==> src/hw/rtl/brsm_pkg.sv <==
// shared types and constants for the batch rank-select median filter
package brsm_pkg;

  localparam int unsigned SAMPLE_W = 9;
  localparam logic [SAMPLE_W-1:0] SAMPLE_MAX = 9'd359;

  // result handed from the sequencer to the output register
  typedef struct packed {
    logic                valid;
    logic [SAMPLE_W-1:0] value;
  } brsm_emit_t;

  function automatic logic [SAMPLE_W-1:0] clamp_sample(input logic [SAMPLE_W-1:0] s);
    return (s > SAMPLE_MAX) ? SAMPLE_MAX : s;
  endfunction

endpackage

==> src/hw/rtl/brsm_mem.sv <==
// sample memory: one write port, one read port with registered read data
module brsm_mem import brsm_pkg::*; #(
  parameter int unsigned DEPTH = 10,
  parameter int unsigned IW    = 4
) (
  input  logic                clk,
  input  logic                we,
  input  logic [IW-1:0]       waddr,
  input  logic [SAMPLE_W-1:0] wdata,
  input  logic                re,
  input  logic [IW-1:0]       raddr,
  output logic [SAMPLE_W-1:0] rdata
);

  logic [SAMPLE_W-1:0] mem [DEPTH];
  logic [SAMPLE_W-1:0] rdata_r;

  always_ff @(posedge clk) begin
    if (we) begin
      mem[waddr] <= wdata;
    end
  end

  always_ff @(posedge clk) begin
    if (re) begin
      rdata_r <= mem[raddr];
    end
  end

  assign rdata = rdata_r;

endmodule

==> src/hw/rtl/brsm_seq.sv <==
// sequencer: sorted insertion into the sample memory and rank readout
module brsm_seq import brsm_pkg::*; #(
  parameter int unsigned BATCH_SIZE = 10,
  parameter int unsigned IW         = 4,
  parameter int unsigned RANK_IDX   = 4
) (
  input  logic                clk,
  input  logic                rst_n,
  input  logic                in_valid,
  output logic                in_ready,
  input  logic [SAMPLE_W-1:0] in_sample,
  input  logic                out_free,
  output brsm_emit_t          emit,
  output logic                mem_we,
  output logic [IW-1:0]       mem_waddr,
  output logic [SAMPLE_W-1:0] mem_wdata,
  output logic                mem_re,
  output logic [IW-1:0]       mem_raddr,
  input  logic [SAMPLE_W-1:0] mem_rdata
);

  typedef enum logic [4:0] {
    ST_IDLE  = 5'b00001,
    ST_SCAN  = 5'b00010,
    ST_PLACE = 5'b00100,
    ST_RANK  = 5'b01000,
    ST_EMIT  = 5'b10000
  } state_t;

  localparam logic [IW-1:0] LAST_IDX = IW'(BATCH_SIZE - 1);

  state_t              state_r, state_nxt;
  logic [IW-1:0]       count_r, count_nxt;
  logic [IW-1:0]       pos_r, pos_nxt;
  logic [SAMPLE_W-1:0] key_r, key_nxt;
  logic                finish;
  logic [SAMPLE_W-1:0] clamped;

  assign clamped  = clamp_sample(in_sample);
  assign in_ready = (state_r == ST_IDLE);

  always_comb begin
    state_nxt  = state_r;
    count_nxt  = count_r;
    pos_nxt    = pos_r;
    key_nxt    = key_r;
    finish     = 1'b0;
    mem_we     = 1'b0;
    mem_waddr  = '0;
    mem_wdata  = key_r;
    mem_re     = 1'b0;
    mem_raddr  = '0;
    emit.valid = 1'b0;
    emit.value = mem_rdata;

    unique case (state_r)
      ST_IDLE: begin
        if (in_valid) begin
          key_nxt = clamped;
          if (count_r == '0) begin
            mem_we    = 1'b1;
            mem_wdata = clamped;
            finish    = 1'b1;
          end else begin
            pos_nxt   = count_r;
            mem_re    = 1'b1;
            mem_raddr = count_r - IW'(1);
            state_nxt = ST_SCAN;
          end
        end
      end
      ST_SCAN: begin
        mem_we    = 1'b1;
        mem_waddr = pos_r;
        if (mem_rdata > key_r) begin
          // shift the larger entry up one place
          mem_wdata = mem_rdata;
          if (pos_r == IW'(1)) begin
            state_nxt = ST_PLACE;
          end else begin
            pos_nxt   = pos_r - IW'(1);
            mem_re    = 1'b1;
            mem_raddr = pos_r - IW'(2);
          end
        end else begin
          finish = 1'b1;
        end
      end
      ST_PLACE: begin
        mem_we = 1'b1;
        finish = 1'b1;
      end
      ST_RANK: begin
        mem_re    = 1'b1;
        mem_raddr = IW'(RANK_IDX);
        state_nxt = ST_EMIT;
      end
      ST_EMIT: begin
        if (out_free) begin
          emit.valid = 1'b1;
          state_nxt  = ST_IDLE;
        end
      end
      default: state_nxt = ST_IDLE;
    endcase

    if (finish) begin
      if (count_r == LAST_IDX) begin
        count_nxt = '0;
        state_nxt = ST_RANK;
      end else begin
        count_nxt = count_r + IW'(1);
        state_nxt = ST_IDLE;
      end
    end
  end

  always_ff @(posedge clk) begin
    if (!rst_n) begin
      state_r <= ST_IDLE;
      count_r <= '0;
    end else begin
      state_r <= state_nxt;
      count_r <= count_nxt;
    end
  end

  always_ff @(posedge clk) begin
    pos_r <= pos_nxt;
    key_r <= key_nxt;
  end

endmodule

==> src/hw/rtl/batch_rank_select_median.sv <==
// top level of the batch rank-select median filter
//
//  channel | ports                               | dir | word
//  --------+-------------------------------------+-----+-------------------------------
//  in      | in_valid, in_ready, in_sample[8:0]  | in  | one bearing, clamped to 359
//  out     | out_valid, out_ready,               | out | value of rank SELECT_RANK in
//          | out_median_value[8:0]               |     | the sorted completed batch
//
// each word is inserted into the sorted memory by a walk from the top of the batch:
// one read-compare-write per cycle, shifting each larger entry up one place until
// the word's place is found; the word that completes a batch then passes through a
// rank read and an emit state that loads the ranked entry into the output register
// synchronous active-low reset clears the fill count, the sequencer and the output
// valid; memory contents are left as they are
// a stalled output holds its word; the next batch keeps loading meanwhile, and once
// its final word is in, the input stays off until the output register is free
module batch_rank_select_median import brsm_pkg::*; #(
  parameter int unsigned BATCH_SIZE  = 10,
  parameter int unsigned SELECT_RANK = 4
) (
  input  logic                clk,
  input  logic                rst_n,
  input  logic                in_valid,
  output logic                in_ready,
  input  logic [SAMPLE_W-1:0] in_sample,
  output logic                out_valid,
  input  logic                out_ready,
  output logic [SAMPLE_W-1:0] out_median_value
);

  // address width of the sample memory
  localparam int unsigned IW = (BATCH_SIZE > 1) ? $clog2(BATCH_SIZE) : 1;
  // a rank beyond the batch selects the largest entry
  localparam int unsigned RANK_IDX = (SELECT_RANK >= BATCH_SIZE) ? BATCH_SIZE - 1 : SELECT_RANK;

  brsm_emit_t          emit;
  logic                out_free;
  logic                mem_we, mem_re;
  logic [IW-1:0]       mem_waddr, mem_raddr;
  logic [SAMPLE_W-1:0] mem_wdata, mem_rdata;

  logic                out_valid_r, out_valid_nxt;
  logic [SAMPLE_W-1:0] out_value_r, out_value_nxt;

  // output register is free when empty or drained this cycle
  assign out_free = !out_valid_r || out_ready;

  brsm_seq #(
    .BATCH_SIZE (BATCH_SIZE),
    .IW         (IW),
    .RANK_IDX   (RANK_IDX)
  ) u_seq (
    .clk       (clk),
    .rst_n     (rst_n),
    .in_valid  (in_valid),
    .in_ready  (in_ready),
    .in_sample (in_sample),
    .out_free  (out_free),
    .emit      (emit),
    .mem_we    (mem_we),
    .mem_waddr (mem_waddr),
    .mem_wdata (mem_wdata),
    .mem_re    (mem_re),
    .mem_raddr (mem_raddr),
    .mem_rdata (mem_rdata)
  );

  // sorted batch lives here
  brsm_mem #(
    .DEPTH (BATCH_SIZE),
    .IW    (IW)
  ) u_mem (
    .clk   (clk),
    .we    (mem_we),
    .waddr (mem_waddr),
    .wdata (mem_wdata),
    .re    (mem_re),
    .raddr (mem_raddr),
    .rdata (mem_rdata)
  );

  // output register: loads on emit, clears when taken
  always_comb begin
    out_valid_nxt = out_valid_r;
    out_value_nxt = out_value_r;
    if (emit.valid) begin
      out_valid_nxt = 1'b1;
      out_value_nxt = emit.value;
    end else if (out_ready) begin
      out_valid_nxt = 1'b0;
    end
  end

  always_ff @(posedge clk) begin
    if (!rst_n) begin
      out_valid_r <= 1'b0;
    end else begin
      out_valid_r <= out_valid_nxt;
    end
  end

  always_ff @(posedge clk) begin
    out_value_r <= out_value_nxt;
  end

  assign out_valid        = out_valid_r;
  assign out_median_value = out_value_r;

endmodule

==> config.mk <==
export PLATFORM = sky130hd
export DESIGN_NAME = batch_rank_select_median
export DESIGN_NICKNAME = d
export VERILOG_FILES = /design/src/hw/rtl/brsm_pkg.sv /design/src/hw/rtl/brsm_mem.sv /design/src/hw/rtl/brsm_seq.sv /design/src/hw/rtl/batch_rank_select_median.sv
export SDC_FILE = /design/constraint.sdc
export NUM_CORES = 1
export LEC_CHECK = 0
export BUFFER_PORTS_ARGS = -buffer_cell sky130_fd_sc_hd__buf_2
export CORE_MARGIN = 2
export CORE_UTILIZATION = 40
export CTS_CLUSTER_SIZE = 24
export DETAILED_ROUTE_END_ITERATION = 8
export GPL_ROUTABILITY_DRIVEN = 1
export GPL_TIMING_DRIVEN = 0
export HOLD_SLACK_MARGIN = 0.1
export PLACE_DENSITY = 0.58
export RECOVER_POWER = 100
export SLEW_MARGIN = 5
export SYNTH_ARGS = -nofsm -noshare
export SYNTH_HDL_FRONTEND = slang
export SYNTH_HIERARCHICAL = 1
export SYNTH_SLANG_ARGS = --single-unit
export TNS_END_PERCENT = 100
==> constraint.sdc <==
create_clock -name clk -period 7.2 [get_ports clk]
set_clock_uncertainty 0.1 [all_clocks]
set_input_delay 1.44 -clock clk [delete_from_list [all_inputs] [get_ports clk]]
set_output_delay 1.44 -clock clk [all_outputs]
set_load 0.01 [all_outputs]
## Word-level counts from Yosys, hierarchy flattened

Memories as Yosys holds them, arrays and structs flattened. A register that Yosys moved wholly into a read port is not among the register bits.
Index checks and enable logic that the tools add are counted.

- Output and inout port bits: 11
- Memories kept: 1
- Register bits after elaboration: 32
- Input port bits: 13
- Word-level logic and storage cells: 80
- RAM bits: 90

- Mux-type cells: 41
- $add $sub $neg: 4
- Order comparisons: 2
- Equality and inequality tests: 17
- Reduce and logical (&&, ||, !) cells: 9

Memories:

| memory | words | bits a word | read ports | clocked after Yosys merged registers in | wr ports | line | source |
|---|---|---|---|---|---|---|---|
| u_mem.mem | 10 | 9 | 1 | 1 | 1 | brsm_mem.sv:15 | `logic [SAMPLE_W-1:0] mem [DEPTH];` |

Operator list:

| cell | number |
|---|---|
| $mux W4 | 11 |
| $mux W9 | 4 |
| $mux W5 | 6 |
| $pmux W5 S5 | 1 |
| $pmux W9 S2 | 1 |
| $mux W1 | 13 |
| $pmux W4 S3 | 1 |
| $gt A9 B9 Y1 | 1 |
| $gt A9 B9 Y1 const B | 1 |
| $ne A3 B2 Y1 const B | 3 |
| $pmux W4 S2 | 1 |
| $sub A4 B1 Y4 const B | 2 |
| $ne A2 B2 Y1 const B | 3 |
| $ne A3 B1 Y1 const B | 2 |
| $pmux W1 S3 | 2 |
| $reduce_and A6 Y1 | 1 |
| $eq A5 B1 Y1 const B | 1 |
| $eq A5 B2 Y1 const B | 1 |
| $eq A5 B3 Y1 const B | 1 |
| $eq A5 B4 Y1 const B | 1 |
| $eq A5 B5 Y1 const B | 1 |
| $reduce_and A5 Y1 | 1 |
| $add A4 B1 Y4 const B | 1 |
| $eq A4 B1 Y1 const B | 1 |
| other kinds (10) | 12 |

## Depth between registers and ports, before layout

Gate-level depths: netlist of run 1.

- Depth after elaboration: 6
- Gate-level depth with buffers: 13
- Depth with buffers taken out: 11

## Modules after synthesis

The synthesis of run 1 kept the hierarchy.

By module, submodules not included:

| module | times used | seq. area each (sq um) | area each (sq um) | cells each |
|---|---|---|---|---|
| brsm_mem | 1 | 2972.9 | 3913.8 | 209 |
| brsm_seq | 1 | 570.5 | 1795.5 | 206 |
| batch_rank_select_median | 1 | 290.3 | 319.1 | 13 |

## Worst setup path before layout of run 1

Ideal clock, no wire load.

- Path kind: input to register
- Start point: input port in_valid
- End point: memory u_mem.mem[0][0] (enable)
- Arrival: 3.063 ns
- Buffers on the path: 0
- Path slack: 3.650 ns
- Required time: 6.713 ns
- Stages on the path: 6
- Library setup time: 0.387 ns
- Cells stage by stage: nand4_2 -> nor2_4 -> nor2b_1 -> nand2_1 -> or3b_1 -> nor3_1

- Cells in the longest elaborated chain, start to end: 4

RTL lines:

| what | line | source |
|---|---|---|
| from (decl) | batch_rank_select_median.sv:23 | `input logic in_valid,` |
| $mux W1 | brsm_seq.sv:58 | `if (in_valid) begin` |
| $pmux W1 S2 | brsm_seq.sv:56 | `unique case (state_r)` |
| net mem_we | batch_rank_select_median.sv:38 | `logic mem_we, mem_re;` |
| $mux W1 | brsm_mem.sv:19 | `if (we) begin` |
| $mux W1 (not written as such) | brsm_mem.sv:20 | `mem[waddr] <= wdata;` |
| to (decl) | brsm_mem.sv:15 |  |

The timed path passes the listed nets, and every way through them passes these cells.

## Worst setup path after layout of run 1

- Start point: input port in_valid
- End point: memory u_mem.mem[0][6] (enable)

Same word-level chain as after synthesis.

==> out/qor.yml, run 1 <==
outcome:
  violations: "max-capacitance violations, max-slew violations"
  status: "finished, violations left"
critical_path:
  reg2reg_from: "u_seq/state_r[3]"
  end_kind: "flop"
  crit_end: "u_mem/mem[0][6]"
  worst-endpoint-required_ps: 7120
  worstPathMaxFanout: 9
  reg2regPathDepth: 8
  start_kind: "input port"
  worstReg2RegEnd: "u_mem/mem[0][6]"
  critPathLaunch: "in_valid"
  worstPathArrival_ps: 4460
  critical_path_class: "input port to flop"
  r2r_slack_ps: 3000
power_and_ir_drop:
  power.leakage_nw: 2.35
  p_per_area_nw_per_um2: 297
  ir_drop_mv: 0.160
  p_total_w: 0.00205
clock_network:
  cts_hold_buffers: 0
  post_cts_buffers: 0
  cts-root-buf: "clkbuf_16"
  cts.sinks: 131
  numCtsBuffers: 17
  tritoncts: "built"
  clk-insertion-delay-late_ps: 420
  cts_buffer_depth: 2
  cts-htree-levels: 4
  cts-resized-gates: 0
  clkTransAtPathRegs_ps: 60
floorplan:
  coreArea_um2: 14600
  start_util: 0.412
  io_pins: 24
  row_count: 44
  die_h_um: 127
  dieArea_um2: 16100
  die_w_um: 127
grt:
  grt_overflow_total: 0
  grt_max_degree: 17
  grt_use_total: 0.165
  antenna_found_initial: 0
  grt_pass1_wl_um: 19600
  grt_pass1_vias: 3524
synthesis:
  ys_top_cells_by_area: "edfxtp_1, mux2i_1, dfxtp_1"
  netlist_instances: 428
  synth_ff_type: "edfxtp_1"
  yosysWarningCount: 6
  ys_ff_latch: 131
  postSynthAreaPerCell_um2: 14.1
  synth_area_um2: 6030
  yosysUniqueCellTypes: 56
  synth_area_leader_cell: "edfxtp_1"
  syn-num-nets: 454
  synth_edf_count: 121
  yosysTopAreaCellShare: 0.603
  ys_async_sr_fraction: 0
  ys_seq_area_frac: 0.636
timing:
  period_needed_ps: 4540
  max_freq_ghz: 0.220
  hold_violations: 0
  slew_viol_final: 20
  finalCritPeriodShare: 0.631
  slew_headroom: -0.0740
  finalSetupViolations: 0
  worst_pin_slew_ps: 1600
  rsz0062_at_grt: "no"
  tns_ps: 0
  hold_slack_ps: 442
layout:
  diodes: 0
  layout_common_cells: "edfxtp_1, nand2_1, clkbuf_1"
  n_fill_cell: 1299
  final_common_cell: "edfxtp_1"
  syn_to_final_growth_pct: 14.2
  nets: 497
  drive_gt1_frac: 0.163
place:
  place_congestion: 0.847
  dpl.hpwl_um: 8770
  numPortBuffers: 23
routing:
  vias_per_cell: 5.37
  drc: 0
  dr.pass1.iters: 4
  avgRoutedWirePerCell_um: 18.8
  route.vias.total: 3587
  drtIter0Drc: 234
  wl_um: 12600
  drtAntennaViolNets: 0
hold_path:
  worstHoldPathType: "flop to flop"
  hold_depth: 2
flow_run:
  drv_cap: 2
## flip-flops by register name, summed over array words and instances (netlist names)
signal and count:
u_seq/key_r 9, out_median_value 9, u_seq/pos_r 4, u_seq/count_r 4, u_mem/mem 90, u_mem/rdata 9
u_seq/state_r 5, out_valid 1
## worst min path at each step
| stage | endpoint | start |
|---|---|---|
| floorplan | out_valid | out_valid |
| global placement | out_valid | out_valid |
| detailed placement | out_valid | out_valid |
| CTS | out_valid | out_valid |
| global route | out_valid | out_valid |
| finish | out_valid | out_valid |
## metrics by stage
stage,worst slack (ps),instances,area (um2),util
2_1_floorplan,3650,428,6030,-
3_3_place_gp,2860,635,6370,0.435
3_5_place_dp,3080,636,6400,0.437
4_1_cts,3540,668,6990,0.477
5_1_grt,2350,668,6890,0.470
6_report,2660,668,6890,0.470
## cell usage after synthesis (2+ instances only)
| cell | count |
|---|---|
| a21oi_1 | 13 |
| a221o_1 | 9 |
| a22o_1 | 9 |
| and2_1 | 4 |
| buf_1 | 2 |
| buf_2 | 6 |
| buf_4 | 11 |
| buf_6 | 3 |
| clkbuf_1 | 5 |
| dfxtp_1 | 10 |
| edfxtp_1 | 121 |
| ha_1 | 13 |
| inv_1 | 17 |
| mux2_1 | 13 |
| mux2_2 | 15 |
| mux2i_1 | 22 |
| nand2_1 | 30 |
| nand2b_1 | 7 |
| nand3_1 | 5 |
| nand3b_1 | 3 |
| nand4_1 | 3 |
| nor2_1 | 22 |
| nor2b_1 | 7 |
| nor3_1 | 14 |
| nor3b_1 | 2 |
| nor3b_2 | 2 |
| nor4_1 | 2 |
| o211ai_1 | 2 |
| o21ai_0 | 6 |
| o22ai_1 | 12 |
| o31ai_2 | 9 |
| or2b_1 | 3 |
| xnor2_1 | 3 |
## final cells by class
cell class	count	area [um2]	share of cell area
sequential	131	3830	0.557
multi-input combinational	252	1890	0.274
clock buffer	18	429	0.0623
tap	184	230	0.0334
buffer	28	179	0.0260
clock inverter	14	159	0.0231
timing repair buffer	24	101	0.0147
inverter	17	63.8	0.00927
## metal layers
metal / routed length, um / GRT usage
met3: 573 / 0.0418
met4: 318 / 0.0866
met5: 0 / 0
met2: 5850 / 0.253
met1: 5850 / 0.216
## power by group
| part | total (W) | internal (W) | switching [W] | leakage [nW] |
|---|---|---|---|---|
| combinational | 0.000274 | 0.000102 | 0.000172 | 0.886 |
| clock | 0.000859 | 0.000541 | 0.000317 | 0.279 |
| sequential | 0.000914 | 0.000901 | 0.0000131 | 1.18 |
## kinds of logic (layout without fill, tap and decap cells)
kind of cell	Yosys count	after routing	synth area share
XOR/XNOR	4	4	0.00581
multiplexers	50	50	0.0888
adder cells (fa/ha/maj)	13	13	0.0270
AO/OA/AOI/OAI	70	70	0.0934
AND/OR/NAND/NOR	115	115	0.106
buffers and inverters	45	101	0.0425
flip-flops	131	131	0.636
## critical path: stages
cell and delay, ps:
clkbuf_1 140, nand4_1 220, nor2_1 520, nor2b_1 290
nand2_1 180, or3b_1 430, nor3_1 1230
Note: power is estimated with default switching activity, not from simulation.
==> run 2: changes to the inputs <==
clock period = 4.4 ns   (was 7.2 ns; I/O delays follow)
==> out/qor.yml, run 2 (synthesis results as in run 1) <==
clock_network:
  cts.sinks: 131
  clkTransAtPathRegs_ps: 60
  cts-root-buf: "clkbuf_16"
  clk-insertion-delay-late_ps: 420
  cts-resized-gates: 0
  cts_hold_buffers: 0
  numCtsBuffers: 17
  cts_buffer_depth: 2
  cts-htree-levels: 4
  tritoncts: "built"
  post_cts_buffers: 0
grt:
  grt_max_degree: 17
  grt_pass1_vias: 3524
  grt_overflow_total: 0
  grt_use_total: 0.165
  grt_pass1_wl_um: 19600
  antenna_found_initial: 0
outcome:
  status: "finished, violations left"
  violations: "max-capacitance violations, max-slew violations"
critical_path:
  worstPathMaxFanout: 11
  critical_path_class: "flop to flop"
  start_kind: "flop"
  end_kind: "flop"
  worst-endpoint-required_ps: 4430
  worstPathArrival_ps: 3820
layout:
  syn_to_final_growth_pct: 14.3
  layout_common_cells: "edfxtp_1, nand2_1, clkbuf_1, nor2_1, mux2i_1"
  largest_reg_flops: 90
  diodes: 0
  nets: 497
  largest-register: "u_mem/mem"
  drive_gt1_frac: 0.171
  final_common_cell: "edfxtp_1"
routing:
  drtAntennaViolNets: 0
  drtIter0Drc: 223
  wl_met2_um: 5760
  vias_per_cell: 5.39
  m1WireLength_um: 5760
  met3_length_um: 581
  top_layer_used: "met4"
  route.vias.total: 3600
  avgRoutedWirePerCell_um: 18.7
  wl_um: 12500
  drc: 0
  dr.pass1.iters: 5
place:
  numPortBuffers: 23
  place_congestion: 0.847
  place_ws_ps: 842
  dpl.hpwl_um: 8770
floorplan:
  dieArea_um2: 16100
  die_h_um: 127
  coreArea_um2: 14600
  io_pins: 24
  row_count: 44
  start_util: 0.412
  die_w_um: 127
power_and_ir_drop:
  ir_drop_mv: 0.266
  power.share.clock: 0.419
  seqPwrFrac: 0.446
  p_per_area_nw_per_um2: 486
  p_int_w: 0.00253
  combPwrFrac: 0.135
  switching_share: 0.245
  p_sw_w: 0.000820
  power.leakage_nw: 2.37
timing:
  worst_pin_slew_ps: 1560
  max_freq_ghz: 0.264
  finalCritPeriodShare: 0.860
  slew_viol_final: 10
  slew_headroom: -0.0489
  period_needed_ps: 3780
  finalSetupViolations: 0
  rsz0062_at_grt: "no"
  hold_slack_ps: 401
  fin_ws_ps: 617
  hold_violations: 0
  tns_ps: 0
flow_run:
  drv_cap: 1
hold_path:
  worstHoldPathType: "flop to flop"
run 2: area by class of cell:
class | count | area, um2
timing repair buffer | 24 | 103
fill | 1302 | 7750
clock inverter | 14 | 159
clock buffer | 18 | 429
tap | 184 | 230
buffer | 28 | 180
sequential | 131 | 3830
inverter | 17 | 63.8
multi-input combinational | 252 | 1890
run 2: metal layers:
| layer | up-vias | GRT usage |
|---|---|---|
| met5 | - | 0 |
| met4 | 0 | 0.0866 |
| met3 | 28 | 0.0418 |
| met2 | 106 | 0.253 |
| met1 | 1757 | 0.216 |
| li1 | 1709 | - |
run 2: per-stage QoR:
step / area [um2] / instances / total power, W / utilization
CTS: 6990 / 668 / 0.00339 / 0.477
floorplan: 6030 / 428 / 0.00184 / -
global route: 6890 / 668 / 0.00347 / 0.471
detailed placement: 6400 / 636 / 0.00198 / 0.437
finish: 6890 / 668 / 0.00335 / 0.471
global placement: 6370 / 635 / 0.00197 / 0.435
run 2: power groups by stage:
stage	Combinational, W	Sequential (W)	Clock (W)
final	0.000451	0.00150	0.00140
after detailed placement	0.000462	0.00152	0
after CTS	0.000464	0.00150	0.00143
after global placement	0.000450	0.00152	0
after global routing	0.000494	0.00150	0.00148
after floorplan	0.000332	0.00151	0
run 2: worst paths after layout:
path / cells past startpoint / from / to / slack [ps]
max: 11 / u_seq/state_r[3] / u_mem/rdata[3] / 620
min: 2 / out_valid / out_valid / 400
max reg2reg: 11 / u_seq/state_r[3] / u_mem/rdata[3] / 620
min reg2reg: 2 / out_valid / out_valid / 400
run 2: critical path: stages (launching register included):
cell	delay (ps)
dfxtp_1	290
clkbuf_1	170
nor2_1	330
nand4_1	310
inv_1	480
nand2_1	200
o22ai_1	210
buf_6	190
clkbuf_1	510
mux2_1	400
o22ai_1	160
o31ai_1	140
